File: config.mk
export PLATFORM = sky130hd
export DESIGN_NAME = http_status_line_parser
export DESIGN_NICKNAME = d
export VERILOG_FILES = /design/src/rtl/hslp_pkg.sv /design/src/rtl/hslp_in_reg.sv /design/src/rtl/hslp_step.sv /design/src/rtl/http_status_line_parser.sv
export SDC_FILE = /design/constraint.sdc
export NUM_CORES = 1
export LEC_CHECK = 0
export ABC_CLOCK_PERIOD_IN_PS = 4200
export BUFFER_PORTS_ARGS = -buffer_cell sky130_fd_sc_hd__buf_2
export CAP_MARGIN = 5
export CORE_MARGIN = 2
export CORE_UTILIZATION = 45
export DETAILED_ROUTE_END_ITERATION = 10
export SLEW_MARGIN = 25
export SYNTH_ARGS = -nofsm -noshare
export SYNTH_HDL_FRONTEND = slang
export SYNTH_SLANG_ARGS = --single-unit
File: constraint.sdc
create_clock -name clk -period 4.2 [get_ports clk]
set_input_delay 0.84 -clock clk [delete_from_list [all_inputs] [get_ports clk]]
set_output_delay 0.84 -clock clk [all_outputs]
set_load 0.03 [all_outputs]
File: src/rtl/hslp_pkg.sv
`default_nettype none

package hslp_pkg;

    // Parse phases of the status line.
    typedef enum logic [3:0] {
        PH_H      = 4'd0,
        PH_T1     = 4'd1,
        PH_T2     = 4'd2,
        PH_P      = 4'd3,
        PH_SLASH  = 4'd4,
        PH_MAJOR  = 4'd5,
        PH_DOT    = 4'd6,
        PH_MINOR  = 4'd7,
        PH_STATUS = 4'd8,
        PH_TEXT   = 4'd9,
        PH_LF     = 4'd10
    } phase_t;

    // Verdict codes; VERDICT_NONE marks a byte that gives no verdict.
    typedef enum logic [1:0] {
        VERDICT_OK         = 2'd0,
        VERDICT_ERR        = 2'd1,
        VERDICT_INCOMPLETE = 2'd2,
        VERDICT_NONE       = 2'd3
    } verdict_t;

    localparam logic [7:0] CHAR_H     = 8'h48;
    localparam logic [7:0] CHAR_T     = 8'h54;
    localparam logic [7:0] CHAR_P     = 8'h50;
    localparam logic [7:0] CHAR_SLASH = 8'h2F;
    localparam logic [7:0] CHAR_DOT   = 8'h2E;
    localparam logic [7:0] CHAR_ZERO  = 8'h30;
    localparam logic [7:0] CHAR_ONE   = 8'h31;
    localparam logic [7:0] CHAR_NINE  = 8'h39;
    localparam logic [7:0] CHAR_SPACE = 8'h20;
    localparam logic [7:0] CHAR_CR    = 8'h0D;
    localparam logic [7:0] CHAR_LF    = 8'h0A;

    localparam int CODE_W = 10;

    // One input request.
    typedef struct packed {
        logic [7:0] line_byte;
        logic       line_start;
        logic       line_last;
    } item_t;

    // One result request.
    typedef struct packed {
        logic [CODE_W-1:0] status_code;
        logic              minor_version;
        logic [1:0]        verdict;
    } result_t;

endpackage

`default_nettype wire

File: src/rtl/hslp_in_reg.sv
`default_nettype none

module hslp_in_reg (
    input  wire logic           clk,
    input  wire logic           rst_n,
    input  wire logic           in_valid,
    output logic                in_ready,
    input  wire hslp_pkg::item_t in_item,
    input  wire logic           take,
    output logic                item_valid,
    output hslp_pkg::item_t     item
);

    logic            valid_reg;
    logic            valid_next;
    hslp_pkg::item_t item_reg;

    // The register may load whenever it is empty or its request moves on.
    assign in_ready = !valid_reg || take;

    always_comb
    begin
        valid_next = valid_reg;
        if (in_ready)
        begin
            valid_next = in_valid;
        end
    end

    always_ff @(posedge clk or negedge rst_n)
    begin
        if (!rst_n)
        begin
            valid_reg <= 1'b0;
        end
        else
        begin
            valid_reg <= valid_next;
        end
    end

    // Payload needs no reset.
    always_ff @(posedge clk)
    begin
        if (in_ready && in_valid)
        begin
            item_reg <= in_item;
        end
    end

    assign item_valid = valid_reg;
    assign item       = item_reg;

endmodule

`default_nettype wire

File: src/rtl/hslp_step.sv
`default_nettype none

module hslp_step (
    input  wire logic            clk,
    input  wire logic            rst_n,
    input  wire logic            step_en,
    input  wire hslp_pkg::item_t item,
    output logic                 res_valid,
    output hslp_pkg::result_t    res
);

    hslp_pkg::phase_t            phase_reg, phase_next, phase_eff;
    logic [1:0]                  count_reg, count_next, count_eff;
    logic [hslp_pkg::CODE_W-1:0] code_reg, code_next, code_eff, code_mul;
    logic                        version_reg, version_next, version_eff;
    logic                        finished_reg, finished_next, finished_eff;
    hslp_pkg::verdict_t          verd;
    logic                        is_digit;
    logic [7:0]                  c;

    assign c        = item.line_byte;
    assign is_digit = (c >= hslp_pkg::CHAR_ZERO) && (c <= hslp_pkg::CHAR_NINE);

    // A line start clears the state before the byte is parsed.
    always_comb
    begin
        if (item.line_start)
        begin
            phase_eff    = hslp_pkg::PH_H;
            count_eff    = 2'd0;
            code_eff     = '0;
            version_eff  = 1'b0;
            finished_eff = 1'b0;
        end
        else
        begin
            phase_eff    = phase_reg;
            count_eff    = count_reg;
            code_eff     = code_reg;
            version_eff  = version_reg;
            finished_eff = finished_reg;
        end
    end

    // Multiply by ten as two shifts and an add, then add the digit.
    assign code_mul = (code_eff << 3) + (code_eff << 1) + {6'd0, c[3:0]};

    // Advance the parser by one byte.
    always_comb
    begin
        verd         = hslp_pkg::VERDICT_NONE;
        phase_next   = phase_eff;
        count_next   = count_eff;
        code_next    = code_eff;
        version_next = version_eff;
        unique case (phase_eff)
            hslp_pkg::PH_H:
            begin
                if (c == hslp_pkg::CHAR_H) phase_next = hslp_pkg::PH_T1;
                else verd = hslp_pkg::VERDICT_ERR;
            end
            hslp_pkg::PH_T1:
            begin
                if (c == hslp_pkg::CHAR_T) phase_next = hslp_pkg::PH_T2;
                else verd = hslp_pkg::VERDICT_ERR;
            end
            hslp_pkg::PH_T2:
            begin
                if (c == hslp_pkg::CHAR_T) phase_next = hslp_pkg::PH_P;
                else verd = hslp_pkg::VERDICT_ERR;
            end
            hslp_pkg::PH_P:
            begin
                if (c == hslp_pkg::CHAR_P) phase_next = hslp_pkg::PH_SLASH;
                else verd = hslp_pkg::VERDICT_ERR;
            end
            hslp_pkg::PH_SLASH:
            begin
                if (c == hslp_pkg::CHAR_SLASH) phase_next = hslp_pkg::PH_MAJOR;
                else verd = hslp_pkg::VERDICT_ERR;
            end
            hslp_pkg::PH_MAJOR:
            begin
                if (is_digit) phase_next = hslp_pkg::PH_DOT;
                else verd = hslp_pkg::VERDICT_ERR;
            end
            hslp_pkg::PH_DOT:
            begin
                if (c == hslp_pkg::CHAR_DOT) phase_next = hslp_pkg::PH_MINOR;
                else verd = hslp_pkg::VERDICT_ERR;
            end
            hslp_pkg::PH_MINOR:
            begin
                if (c == hslp_pkg::CHAR_ZERO || c == hslp_pkg::CHAR_ONE)
                begin
                    version_next = c[0];
                    phase_next   = hslp_pkg::PH_STATUS;
                end
                else
                begin
                    verd = hslp_pkg::VERDICT_ERR;
                end
            end
            hslp_pkg::PH_STATUS:
            begin
                // Spaces are skipped anywhere among the status digits.
                if (c == hslp_pkg::CHAR_SPACE)
                begin
                    verd = hslp_pkg::VERDICT_NONE;
                end
                else if (!is_digit)
                begin
                    verd = hslp_pkg::VERDICT_ERR;
                end
                else
                begin
                    code_next = code_mul;
                    if (count_eff >= 2'd2)
                    begin
                        count_next = 2'd0;
                        phase_next = hslp_pkg::PH_TEXT;
                    end
                    else
                    begin
                        count_next = count_eff + 2'd1;
                    end
                end
            end
            hslp_pkg::PH_TEXT:
            begin
                if (c == hslp_pkg::CHAR_CR) phase_next = hslp_pkg::PH_LF;
                else if (c == hslp_pkg::CHAR_LF) verd = hslp_pkg::VERDICT_OK;
            end
            hslp_pkg::PH_LF:
            begin
                if (c == hslp_pkg::CHAR_LF) verd = hslp_pkg::VERDICT_OK;
                else verd = hslp_pkg::VERDICT_ERR;
            end
            default:
            begin
                verd = hslp_pkg::VERDICT_ERR;
            end
        endcase
    end

    // Decide whether this byte gives a verdict and build the result.
    always_comb
    begin
        res_valid         = 1'b0;
        finished_next     = finished_eff;
        res.verdict       = verd;
        res.minor_version = version_next;
        res.status_code   = (phase_next == hslp_pkg::PH_TEXT || phase_next == hslp_pkg::PH_LF)
                            ? code_next : '0;
        if (!finished_eff)
        begin
            if (verd != hslp_pkg::VERDICT_NONE)
            begin
                res_valid     = 1'b1;
                finished_next = 1'b1;
            end
            else if (item.line_last)
            begin
                res_valid     = 1'b1;
                finished_next = 1'b1;
                res.verdict   = hslp_pkg::VERDICT_INCOMPLETE;
            end
        end
    end

    // Once finished, the parse state only changes through a line start.
    always_ff @(posedge clk or negedge rst_n)
    begin
        if (!rst_n)
        begin
            phase_reg    <= hslp_pkg::PH_H;
            count_reg    <= 2'd0;
            code_reg     <= '0;
            version_reg  <= 1'b0;
            finished_reg <= 1'b0;
        end
        else if (step_en)
        begin
            finished_reg <= finished_next;
            if (finished_eff)
            begin
                phase_reg   <= phase_eff;
                count_reg   <= count_eff;
                code_reg    <= code_eff;
                version_reg <= version_eff;
            end
            else
            begin
                phase_reg   <= phase_next;
                count_reg   <= count_next;
                code_reg    <= code_next;
                version_reg <= version_next;
            end
        end
    end

endmodule

`default_nettype wire

File: src/rtl/http_status_line_parser.sv
// HTTP response status line parser.
// Bytes arrive on the s_axis channel, one per request: tdata carries the byte,
// tuser marks the first byte of a new line (the parser restarts) and tlast the
// final byte of the buffer. Each line yields at most one verdict request on
// m_axis: ok, syntax error, or incomplete when the buffer ends first. The
// verdict carries the minor version and, once all three digits are in, the
// status code. Bytes after a verdict are dropped until the next line start.
// A byte is held in an input register and parsed from there by a
// combinational state update; its verdict is loaded into the output register
// as the byte leaves the input register, which it does only while the output
// register is empty or m_axis_tready is high. One byte is taken every cycle
// under that condition. A verdict waiting in the output register blocks only
// the byte behind it, and s_axis_tready falls once that byte is held as well.
// Reset empties both registers and returns the parser to expecting 'H'.
// While m_axis_tready is low the verdict is held stable on m_axis.
`default_nettype none

module http_status_line_parser (
    input  wire logic        clk,
    input  wire logic        rst_n,
    input  wire logic        s_axis_tvalid,
    output logic             s_axis_tready,
    input  wire logic [7:0]  s_axis_tdata,   // [7:0] line_byte
    input  wire logic        s_axis_tuser,   // [0] line_start
    input  wire logic        s_axis_tlast,
    output logic             m_axis_tvalid,
    input  wire logic        m_axis_tready,
    output logic [15:0]      m_axis_tdata    // [1:0] verdict, [2] minor_version,
                                             // [12:3] status_code, [15:13] zero
);

    hslp_pkg::item_t   in_item;
    hslp_pkg::item_t   item;
    logic              item_valid;
    logic              advance;
    logic              res_valid;
    hslp_pkg::result_t res;
    hslp_pkg::result_t out_reg;
    logic              out_valid_reg;
    logic              out_valid_next;

    assign in_item.line_byte  = s_axis_tdata;
    assign in_item.line_start = s_axis_tuser;
    assign in_item.line_last  = s_axis_tlast;

    // The held byte is parsed once the output register has room for its verdict.
    assign advance = item_valid && (!out_valid_reg || m_axis_tready);

    hslp_in_reg u_in_reg (
        .clk        (clk),
        .rst_n      (rst_n),
        .in_valid   (s_axis_tvalid),
        .in_ready   (s_axis_tready),
        .in_item    (in_item),
        .take       (advance),
        .item_valid (item_valid),
        .item       (item)
    );

    hslp_step u_step (
        .clk       (clk),
        .rst_n     (rst_n),
        .step_en   (advance),
        .item      (item),
        .res_valid (res_valid),
        .res       (res)
    );

    // Output register for the verdict request.
    always_comb
    begin
        out_valid_next = out_valid_reg;
        if (advance && res_valid)
        begin
            out_valid_next = 1'b1;
        end
        else if (m_axis_tready)
        begin
            out_valid_next = 1'b0;
        end
    end

    always_ff @(posedge clk or negedge rst_n)
    begin
        if (!rst_n)
        begin
            out_valid_reg <= 1'b0;
        end
        else
        begin
            out_valid_reg <= out_valid_next;
        end
    end

    always_ff @(posedge clk)
    begin
        if (advance && res_valid)
        begin
            out_reg <= res;
        end
    end

    assign m_axis_tvalid = out_valid_reg;
    assign m_axis_tdata  = {3'd0, out_reg.status_code, out_reg.minor_version, out_reg.verdict};

endmodule

`default_nettype wire

==> metrics.csv, run 1 <==
stage,metric,value,unit
worst_setup_path,WP data required,4370,ps
floorplan,Chip Width,81.98,µm
cells_and_area,fin util,0.5074,
drt,Routed WL,5786,µm
cells_and_area,FF/Latch Area,0.001191,mm²
drt,Pre-antenna DRT Iters,4,
worst_setup_path,worst reg2reg startpoint,u_in_reg.item[1],
flow_run,total of max-cap violations,0,
clock_tree,H-tree Lvls,2,
synthesis,yosys warns,0,
synthesis,Post-synth top cells,"28 x nor2_1, 23 x edfxtp_1, 22 x o21ai_0, 21 x nand2_1, 20 x dfrtp_1",
timing,Setup WS post-layout,1203,ps
clock_tree,Post-CTS Setup Bufs,0,
worst_setup_path,flop2flop setup slack,1200,ps
timing,hold_ws,483.5,ps
power_and_ir_drop,VDD IR max,0.1742,mV
clock_tree,Worst-path clk slew,90,ps
worst_setup_path,critical path endpoint category,flip-flop,
clock_tree,CTS root buf,clkbuf_8,
global_routing,initial antenna violation count,0,
placement,DP Cell Count,361,
clock_tree,TritonCTS Buffers,5,
synthesis,"area leader, netlist",edfxtp_1,
cells_and_area,nets@finish,323,
synthesis,"EDFF count, synth",23,
timing,minimum clock period,2997,ps
placement,input/output buffers,28,
floorplan,Core Footprint,0.005886,mm²
power_and_ir_drop,leakage power,1.206,nW
synthesis,xor and xnor area share after synthesis,0.02561,
worst_setup_path,R2R depth,10,
synthesis,Simple-Gate Fraction of Synth Area,0.2451,
synthesis,mean area per synthesized cell,10.10,µm²
cells_and_area,max reg flops,13,
synthesis,cell count after synthesis,271,
cells_and_area,share of layout cells above drive strength 1,0.1701,
timing,Final Cycle Share,0.7136,
worst_setup_path,CP max FO,7,
power_and_ir_drop,total power,889.2,µW
synthesis,Synth Cell Area,0.002736,mm²
clock_tree,Clock Latency Late Sink,300,ps
synthesis,Post-Synth Adder-Cell Area,0.07865,
drt,wire per inst,15.68,µm
cells_and_area,area grow syn2layout,9.145,%
clock_tree,CTS tree,built,
floorplan,initial core utilization,0.4649,
synthesis,Yosys reg bits,43,
floorplan,num rows,28,
synthesis,async set-or-reset flop fraction in the synthesized netlist,0.4651,
floorplan,DIE AREA,0.006721,mm²
timing,unrepaired setup endpoints after global routing,false,
timing,Final TNS setup,0,ps
synthesis,sequential fraction of the synthesis area,0.4353,
synthesis,main area contributors after synthesis,"edfxtp_1 25%, dfrtp_1 18%, ha_1 6.4%, o21ai_0 4.0%, nor2_1 3.8%",
synthesis,Unique masters post-synth,62,
cells_and_area,fillers,553,
hold_path,worst min path class,in2async,
cells_and_area,multi-input logic area,0.001424,mm²
power_and_ir_drop,Power Dens Cells,297.7,mW/mm²
global_routing,GR Overflow Total,0,
timing,Max Freq,333.7,MHz
synthesis,most common cell in the netlist,nor2_1,
timing,Fin Clk Skew,7.599,ps
floorplan,Ports,32,
clock_tree,"Hold-fix buffers, CTS",0,
global_routing,GR Util All Layers,0.1931,
drt,vias per inst,5.683,
synthesis,largest family of logic cells by synthesized area,simple AND/OR/NAND/NOR gates,
clock_tree,TritonCTS Sinks,43,
timing,Worst Max-Slew Pin Slew,896.3,ps
cells_and_area,Post-Layout Cell Count,369,
timing,max_slew headroom,0.4010,
timing,Setup-failing EPs final,0,
timing,Slew Limit Fails,0,
clock_tree,post-cts repair resize count,0,
drt,Final ANT Viol Nets,0,
synthesis,Synth Area in Compound Gates,0.1353,
worst_setup_path,CP Launch Type,flip-flop,
timing,Final Hold Viols,0,
synthesis,Yosys top cell area share,0.2524,
placement,pre-CTS setup slack,1207,ps
floorplan,Die Ht,81.98,µm
global_routing,number of global-route vias before repair,1950,
worst_setup_path,Worst R2R End,m_axis_tdata[12],
global_routing,pin count of the biggest net entering global routing,32,
worst_setup_path,WS Path Type,reg2reg,
placement,Area after DPL,0.002879,mm²
drt,routed via count,2097,
cells_and_area,Ant. Diodes,0,
clock_tree,Longest Clk Path Bufs,2,
outcome,status,completed,
synthesis,mux share of post-synthesis cell area,0.03155,
synthesis,Synth Flop Type,edfxtp_1,
drt,DRT iter0 DRCs,102,
placement,gpl congestion,0.9318,
placement,hpwl dp,4355,µm
cells_and_area,Finished Cell Area,0.002987,mm²
drt,DRC Markers,0,
worst_setup_path,CP arrival,3160,ps
global_routing,first-pass GRT wire length,9708,µm
[cell families after synthesis]
kind of cell / Yosys count
adders and majority gates: 16
and+or+nand+nor: 114
buffers and inverters: 21
DFF: 43
AOI/OAI and AO/OA: 60
other: 1
muxes: 8
xor gates and xnor gates: 8
[how the worst max path moves through the flow]
stage	startpoint	to	slack [ps]	depth (start not counted)
5_1_grt	u_in_reg.item[1]	m_axis_tdata[12]	920	10
3_3_place_gp	u_in_reg.item[1]	m_axis_tdata[12]	1260	10
4_1_cts	u_in_reg.item[1]	m_axis_tdata[12]	1180	10
3_5_place_dp	u_in_reg.item[1]	m_axis_tdata[12]	1210	10
6_report	u_in_reg.item[1]	m_axis_tdata[12]	1200	10
2_1_floorplan	u_in_reg.item[1]	m_axis_tdata[11]	1150	12
[critical path, stage by stage, from the launching register on]
cell	delay, ps
edfxtp_1	480
nor2b_1	280
fa_1	510
ha_1	320
a21o_1	150
a21oi_1	270
a21oi_1	130
xnor2_1	280
mux2i_1	230
nand2_1	80
a21oi_2	140
[layout make-up]
type	instances	area share
multi-input cells	209	0.4768
clock buffers	5	0.02304
clock inverters	3	0.01299
inverters	4	0.005027
flip-flops and latches	43	0.3988
repair buffers	30	0.05195
well taps	75	0.03142
[metal layers]
layer  share of wire  track usage
met5               0            0
met4           0.013      0.06000
met3           0.039      0.03626
met2            0.46       0.3049
met1            0.48       0.2685
[placed cells by master (no fill, tap or decap), drive strengths merged, types with 3 or more instances in the layout]
cell     n
nand2b   6
nand3    3
dfrtp   20
conb     3
o21ai   23
edfxtp  23
nor2    28
and2     3
nor4     4
nor4b    6
buf     30
inv      4
xnor2    7
nor2b   11
nor3b    4
nand4    4
nand2   21
nand3b   3
clkbuf   5
mux2i    6
nor3     8
a21oi   16
a21o     3
ha      14
[power breakdown]
group	switching, mW	total [mW]	internal (mW)
sequential	0.0172	0.482	0.465
clock	0.144	0.318	0.174
combinational	0.0630	0.0892	0.0262
Power figures use the tool's default switching activity.
==> run 2: changes to the inputs <==
--- a/config.mk
+++ b/config.mk
@@ -5,7 +5,8 @@
 export SDC_FILE = /design/constraint.sdc
 export NUM_CORES = 1
 export LEC_CHECK = 0
-export ABC_CLOCK_PERIOD_IN_PS = 4200
+export ABC_AREA = 1
+export ABC_CLOCK_PERIOD_IN_PS = 3100
 export BUFFER_PORTS_ARGS = -buffer_cell sky130_fd_sc_hd__buf_2
 export CAP_MARGIN = 5
 export CORE_MARGIN = 2
==> constraint.sdc (replaced) <==
create_clock -name clk -period 3.1 [get_ports clk]
set_input_delay 0.62 -clock clk [delete_from_list [all_inputs] [get_ports clk]]
set_output_delay 0.62 -clock clk [all_outputs]
set_load 0.03 [all_outputs]
==> metrics.csv, run 2 <==
stage,metric,value,unit,change
placement,hpwl dp,5187,µm,was 4355 µm
global_routing,pin count of the biggest net entering global routing,21,,was 32
worst_setup_path,CP cell instances,buf_4 -> nor2_1 -> ha_1 -> ha_1 -> fa_1 -> nand3_1 -> nand2_1 -> nand2_1 -> nand2_1 -> a21oi_1 -> nand2b_1 -> nand3_1 -> nand2_1 -> inv_1 -> nor2_1,,was nor2b_1 -> fa_1 -> ha_1 -> a21o_1 -> a21oi_1 -> a21oi_1 -> xnor2_1 -> mux2i_1 -> nand2_1 -> a21oi_2
drt,DRC Markers,0,,unchanged
cells_and_area,fin util,0.5115,,was 0.5074
worst_setup_path,Crit path max-delay family,adder cells,,unchanged
power_and_ir_drop,switching pwr,347.6,µW,was 224.2 µW
synthesis,Synth Cell Area,0.002890,mm²,was 0.002736 mm²
global_routing,number of global-route vias before repair,2357,,was 1950
synthesis,async set-or-reset flop fraction in the synthesized netlist,0.4651,,unchanged
placement,gpl congestion,0.9272,,was 0.9318
floorplan,Die Ht,84.14,µm,was 81.98 µm
worst_setup_path,WP buf/inv,2,,was 0
synthesis,yosys warns,0,,unchanged
synthesis,"area leader, netlist",edfxtp_1,,unchanged
synthesis,Yosys top cell area share,0.2390,,was 0.2524
worst_setup_path,"Slowest-stage cell, CP",edfxtp_1,,was fa_1
power_and_ir_drop,power share of the clock group,0.315,,was 0.358
clock_tree,Clock Latency Late Sink,310,ps,was 300 ps
synthesis,Synth Flop Type,edfxtp_1,,unchanged
flow_run,total of max-cap violations,0,,unchanged
timing,Fin Clk Skew,9.246,ps,was 7.599 ps
power_and_ir_drop,register share of total power,0.553,,was 0.542
clock_tree,Longest Clk Path Bufs,2,,unchanged
floorplan,Ports,32,,unchanged
drt,DRT iter0 DRCs,199,,was 102
placement,DP Cell Count,501,,was 361
timing,unrepaired setup endpoints after global routing,false,,unchanged
timing,Max Freq,368.0,MHz,was 333.7 MHz
worst_setup_path,CP max FO,10,,was 7
clock_tree,Post-CTS Setup Bufs,0,,unchanged
power_and_ir_drop,Switching Share,0.2925,,was 0.2521
placement,input/output buffers,28,,unchanged
timing,Final Cycle Share,0.8767,,was 0.7136
power_and_ir_drop,Internal Power,840.8,µW,was 665.0 µW
timing,Setup-failing EPs final,0,,unchanged
cells_and_area,area grow syn2layout,11.08,%,was 9.145%
timing,Slew Limit Fails,0,,unchanged
clock_tree,TritonCTS Buffers,5,,unchanged
synthesis,Post-synth top cells,"109 x nand2_1, 73 x nor2_1, 51 x inv_1, 28 x o21ai_0, 23 x edfxtp_1",,"was 28 x nor2_1, 23 x edfxtp_1, 22 x o21ai_0, 21 x nand2_1, 20 x dfrtp_1"
clock_tree,H-tree Lvls,2,,unchanged
power_and_ir_drop,Power Dens Cells,370.2,mW/mm²,was 297.7 mW/mm²
drt,routed via count,2508,,was 2097
global_routing,M2 GR Usage,0.2886,,was 0.3049
cells_and_area,fillers,636,,was 553
cells_and_area,share of layout cells above drive strength 1,0.1227,,was 0.1701
synthesis,sequential fraction of the synthesis area,0.4121,,was 0.4353
worst_setup_path,WS Path Type,reg2reg,,unchanged
global_routing,met1 GRT Util,0.2892,,was 0.2685
floorplan,num rows,29,,was 28
worst_setup_path,slowest cell delay on critical path,460,ps,was 510 ps
timing,minimum clock period,2718,ps,was 2997 ps
power_and_ir_drop,Logic pwr share,0.133,,was 0.100
global_routing,M3 GR Usage,0.04326,,was 0.03626
synthesis,Yosys reg bits,43,,unchanged
drt,wire per inst,12.77,µm,was 15.68 µm
floorplan,Core Footprint,0.006277,mm²,was 0.005886 mm²
cells_and_area,Post-Layout Cell Count,509,,was 369
clock_tree,CTS tree,built,,unchanged
floorplan,initial core utilization,0.4604,,was 0.4649
worst_setup_path,CP arrival,2880,ps,was 3160 ps
timing,Final Hold Viols,0,,unchanged
cells_and_area,most frequent cells in the layout,"109 x nand2_1, 73 x nor2_1, 51 x inv_1, 28 x o21ai_0, 28 x buf_2",,"was 28 x nor2_1, 28 x buf_2, 23 x edfxtp_1, 22 x o21ai_0, 21 x nand2_1"
global_routing,GR Overflow Total,0,,unchanged
hold_path,worst min path class,in2async,,unchanged
global_routing,first-pass GRT wire length,11070,µm,was 9708 µm
worst_setup_path,critical path endpoint category,flip-flop,,unchanged
worst_setup_path,CP Launch Type,flip-flop,,unchanged
synthesis,most common cell in the netlist,nand2_1,,was nor2_1
drt,Final ANT Viol Nets,0,,unchanged
floorplan,Chip Width,84.14,µm,was 81.98 µm
outcome,status,completed,,unchanged
global_routing,GR Util All Layers,0.1958,,was 0.1931
drt,Routed WL,6502,µm,was 5786 µm
synthesis,cell count after synthesis,397,,was 271
drt,Pre-antenna DRT Iters,5,,was 4
power_and_ir_drop,leakage power,1.609,nW,was 1.206 nW
clock_tree,Worst-path clk slew,90,ps,about the same
synthesis,main area contributors after synthesis,"edfxtp_1 24%, dfrtp_1 17%, nand2_1 14%, nor2_1 9.5%, inv_1 6.6%",,"was edfxtp_1 25%, dfrtp_1 18%, ha_1 6.4%, o21ai_0 4.0%, nor2_1 3.8%"
floorplan,DIE AREA,0.007080,mm²,was 0.006721 mm²
cells_and_area,Ant. Diodes,0,,unchanged
clock_tree,post-cts repair resize count,0,,unchanged
clock_tree,CTS root buf,clkbuf_8,,unchanged
clock_tree,TritonCTS Sinks,43,,unchanged
cells_and_area,"most common cell after layout, fill and taps aside",nand2_1,,
synthesis,Unique masters post-synth,33,,was 62
global_routing,initial antenna violation count,0,,unchanged
cells_and_area,nets@finish,461,,was 323
worst_setup_path,WP data required,3270,ps,was 4370 ps
clock_tree,"Hold-fix buffers, CTS",0,,unchanged
global_routing,GRT busiest layer,met1,,was met2
drt,vias per inst,4.927,,was 5.683
synthesis,"EDFF count, synth",23,,unchanged
timing,Final TNS setup,0,ps,unchanged
power_and_ir_drop,VDD IR max,0.2325,mV,was 0.1742 mV
synthesis,mean area per synthesized cell,7.280,µm²,was 10.10 µm²
cells_and_area,max reg flops,13,,unchanged
worst_setup_path,Critical Path Most Common Cell,nand2_1,,was a21oi_1
==> run 2: worst paths after layout <==
path	slack [ps]	to	cells past startpoint	startpoint
setup / recovery	380	m_axis_tdata[11]	15	u_in_reg.item[1]
hold / removal	260	u_step.count_reg[0]	1	rst_n
setup reg to reg	380	m_axis_tdata[11]	15	u_in_reg.item[1]
hold reg to reg	500	u_step.count_reg[0]	2	u_step.count_reg[0]
max in group asynchronous	2520	u_step.version_reg	1	rst_n
min in group clk	490	u_in_reg.item[3]	1	s_axis_tdata[1]
==> run 2: area by class of cell <==
type | instances | area, µm² | area share
Clock buffer | 5 | 68.82 | 0.02143
Sequential cell | 43 | 1191 | 0.3710
Multi-Input combinational cell | 294 | 1446 | 0.4505
Timing Repair Buffer | 34 | 185.2 | 0.05768
Tap cell | 77 | 96.34 | 0.03001
Clock inverter | 3 | 23.77 | 0.007405
Inverter | 53 | 198.9 | 0.06196
==> run 2: cell families after synthesis <==
kind of cell    Yosys count  share of synthesized area
simple gates            220                     0.3182
buf+inv                  62                    0.09004
compound gates           52                    0.09481
flops                    43                     0.4121
fa+ha+maj                16                    0.07446
xor+xnor                  3                   0.009093
other cells               1                   0.001297
==> run 2: per-stage QoR <==
| stage | setup WS, ps | instance area, µm² | hold WS, ps | power, mW |
|---|---|---|---|---|
| floorplan | 399.7 | 2898 | 324.4 | 0.7749 |
| detailed placement | 407.4 | 3118 | 470.2 | 0.8273 |
| global route | 115.1 | 3211 | 282.8 | 1.247 |
| finish | 382.3 | 3211 | 255.7 | 1.188 |
| global placement | 462.2 | 3118 | 469.5 | 0.8264 |
| CTS | 383.5 | 3211 | 281.6 | 1.197 |
==> run 2: worst reg2reg max path, stage by stage, from the launching register on <==
cell      delay [ps]
edfxtp_1         460
buf_4            210
nor2_1           160
ha_1             250
ha_1             230
fa_1             410
nand3_1          100
nand2_1           80
nand2_1           60
nand2_1           50
a21oi_1          150
nand2b_1         120
nand3_1           60
nand2_1           80
inv_1             50
nor2_1           100
==> run 2: power groups by stage <==
stage	logic [mW]	registers, mW	clock network, mW
floorplan	0.0852	0.690	0
CTS	0.159	0.657	0.381
global route	0.175	0.661	0.411
global placement	0.158	0.668	0
finish	0.158	0.657	0.374
detailed placement	0.158	0.669	0
==> run 2: layer usage <==
layer | vias to the layer above | routed length [µm]
met3 | 10 | 409
met2 | 76 | 2731
met4 | 0 | 91
met1 | 1090 | 3270
li1 | 1332 | -
met5 | - | 0
==> run 3: changes to the inputs <==
--- a/config.mk
+++ b/config.mk
@@ -12,6 +12,7 @@
 export CORE_MARGIN = 2
 export CORE_UTILIZATION = 45
 export DETAILED_ROUTE_END_ITERATION = 10
+export MAX_ROUTING_LAYER = met4
 export SLEW_MARGIN = 25
 export SYNTH_ARGS = -nofsm -noshare
 export SYNTH_HDL_FRONTEND = slang
==> constraint.sdc (replaced) <==
create_clock -name clk -period 3.1 [get_ports clk]
set_input_delay 0.62 -clock clk [delete_from_list [all_inputs] [get_ports clk]]
set_output_delay 0.62 -clock clk [all_outputs]
set_load 0.005 [all_outputs]
==> metrics.csv, run 3 (synthesis gave the netlist of run 2 again) <==
stage,metric,value,unit,change
outcome,status,completed,,unchanged
placement,Area after DPL,0.003118,mm²,unchanged
worst_setup_path,WS Path Type,reg2reg,,unchanged
cells_and_area,most frequent cells in the layout,"109 x nand2_1, 73 x nor2_1, 51 x inv_1, 28 x o21ai_0, 28 x buf_2",,unchanged
placement,input/output buffers,28,,unchanged
cells_and_area,Ant. Diodes,0,,unchanged
floorplan,initial core utilization,0.4604,,unchanged
clock_tree,post-cts repair resize count,0,,unchanged
drt,Final ANT Viol Nets,0,,unchanged
cells_and_area,"most common cell after layout, fill and taps aside",nand2_1,,unchanged
global_routing,GR Util All Layers,0.2118,,was 0.1958
clock_tree,CTS root buf,clkbuf_8,,unchanged
timing,Setup-failing EPs final,0,,unchanged
cells_and_area,max reg flops,13,,unchanged
drt,Pre-antenna DRT Iters,5,,unchanged
power_and_ir_drop,VDD IR max,0.2622,mV,was 0.2325 mV
timing,Final TNS setup,0,ps,unchanged
clock_tree,TritonCTS Buffers,5,,unchanged
global_routing,initial antenna violation count,0,,unchanged
clock_tree,Clock Latency Late Sink,300,ps,was 310 ps
drt,Routed WL,6735,µm,was 6502 µm
floorplan,num rows,29,,unchanged
timing,Final Cycle Share,0.8841,,was 0.8767
drt,routed via count,2605,,was 2508
global_routing,pin count of the biggest net entering global routing,21,,unchanged
worst_setup_path,CP max FO,10,,unchanged
placement,gpl congestion,0.9490,,was 0.9272
worst_setup_path,WP data required,3260,ps,was 3270 ps
clock_tree,CTS tree,built,,unchanged
timing,Max Freq,364.9,MHz,was 368.0 MHz
floorplan,Die Ht,84.14,µm,unchanged
timing,Slew Limit Fails,0,,unchanged
floorplan,Core Footprint,0.006277,mm²,unchanged
clock_tree,"Hold-fix buffers, CTS",0,,unchanged
floorplan,Ports,32,,unchanged
global_routing,number of global-route vias before repair,2427,,was 2357
worst_setup_path,critical path endpoint category,flip-flop,,unchanged
worst_setup_path,CP arrival,2900,ps,was 2880 ps
drt,DRC Markers,0,,unchanged
timing,Fin Clk Skew,7.330,ps,was 9.246 ps
timing,Setup WS post-layout,359.2,ps,was 382.3 ps
cells_and_area,share of layout cells above drive strength 1,0.1204,,was 0.1227
drt,vias per inst,5.118,,was 4.927
timing,hold_ws,270.2,ps,was 255.7 ps
floorplan,DIE AREA,0.007080,mm²,unchanged
worst_setup_path,worst setup path startpoint,u_in_reg.item[1],,unchanged
power_and_ir_drop,leakage power,1.624,nW,was 1.609 nW
cells_and_area,area grow syn2layout,11.73,%,was 11.08%
drt,DRT iter0 DRCs,202,,was 199
worst_setup_path,R2R depth,15,,unchanged
worst_setup_path,worst reg2reg startpoint,u_in_reg.item[1],,unchanged
clock_tree,H-tree Lvls,2,,unchanged
clock_tree,Post-CTS Setup Bufs,0,,unchanged
worst_setup_path,Worst R2R End,m_axis_tdata[11],,unchanged
flow_run,total of max-cap violations,0,,unchanged
power_and_ir_drop,Power Dens Cells,381.1,mW/mm²,was 370.2 mW/mm²
placement,pre-CTS setup slack,392.1,ps,was 407.4 ps
global_routing,GR Overflow Total,0,,unchanged
hold_path,worst min path class,in2async,,unchanged
timing,Final Hold Viols,0,,unchanged
timing,minimum clock period,2741,ps,was 2718 ps
floorplan,Chip Width,84.14,µm,unchanged
clock_tree,Worst-path clk slew,90,ps,about the same
placement,hpwl dp,5276,µm,was 5187 µm
cells_and_area,Finished Cell Area,0.003229,mm²,was 0.003211 mm²
drt,wire per inst,13.23,µm,was 12.77 µm
worst_setup_path,flop2flop setup slack,360,ps,was 380 ps
worst_setup_path,CP Launch Type,flip-flop,,unchanged
timing,unrepaired setup endpoints after global routing,false,,unchanged
global_routing,first-pass GRT wire length,11720,µm,was 11070 µm
clock_tree,TritonCTS Sinks,43,,unchanged
cells_and_area,nets@finish,461,,unchanged
clock_tree,Longest Clk Path Bufs,2,,unchanged
[run 3: how the worst max path moves through the flow]
stage	end	slack, ps	cells after the start
after floorplan	m_axis_tdata[11]	400	14
after global placement	m_axis_tdata[11]	460	15
after detailed placement	m_axis_tdata[11]	390	15
after CTS	m_axis_tdata[11]	360	15
after global routing	m_axis_tdata[11]	140	15
final	m_axis_tdata[11]	360	15
[run 3: through the flow]
step,util,power (mW),instances
2_1_floorplan,-,0.7448,399
3_3_place_gp,0.4967,0.7966,501
3_5_place_dp,0.4967,0.7979,501
4_1_cts,0.5145,1.244,509
5_1_grt,0.5145,1.294,509
6_report,0.5145,1.231,509
[run 3: layout make-up]
| class | count | area [µm²] |
|---|---|---|
| multi-input cells | 294 | 1446 |
| flip-flops and latches | 43 | 1191 |
| clock inverters | 3 | 42.54 |
| repair buffers | 34 | 185.2 |
| fillers | 642 | 3048 |
| inverters | 53 | 198.9 |
| well taps | 77 | 96.34 |
| clock buffers | 5 | 68.82 |
[run 3: routing by layer]
| metal | track usage | vias up | share of wire |
|---|---|---|---|
| li1 | - | 1336 | - |
| met1 | 0.2984 | 1182 | 0.50 |
| met2 | 0.3225 | 80 | 0.43 |
| met3 | 0.03835 | 7 | 0.057 |
| met4 | 0.04399 | 0 | 0.0088 |
| met5 | - | - | 0 |
[run 3: power breakdown]
group	leakage (nW)	switching (mW)	internal, mW
sequential	0.487	0.0214	0.636
combinational	1.08	0.0861	0.0434
clock	0.0562	0.204	0.240
total	1.62	0.311	0.919
[run 3: critical path, stage by stage, from the launching register on]
cell      delay (ps)
edfxtp_1         470
buf_4            210
nor2_1           150
ha_1             260
ha_1             240
fa_1             410
nand3_1          100
nand2_1           80
nand2_1           60
nand2_1           50
a21oi_1          160
nand2b_1         120
nand3_1           60
nand2_1           80
inv_1             40
nor2_1           100
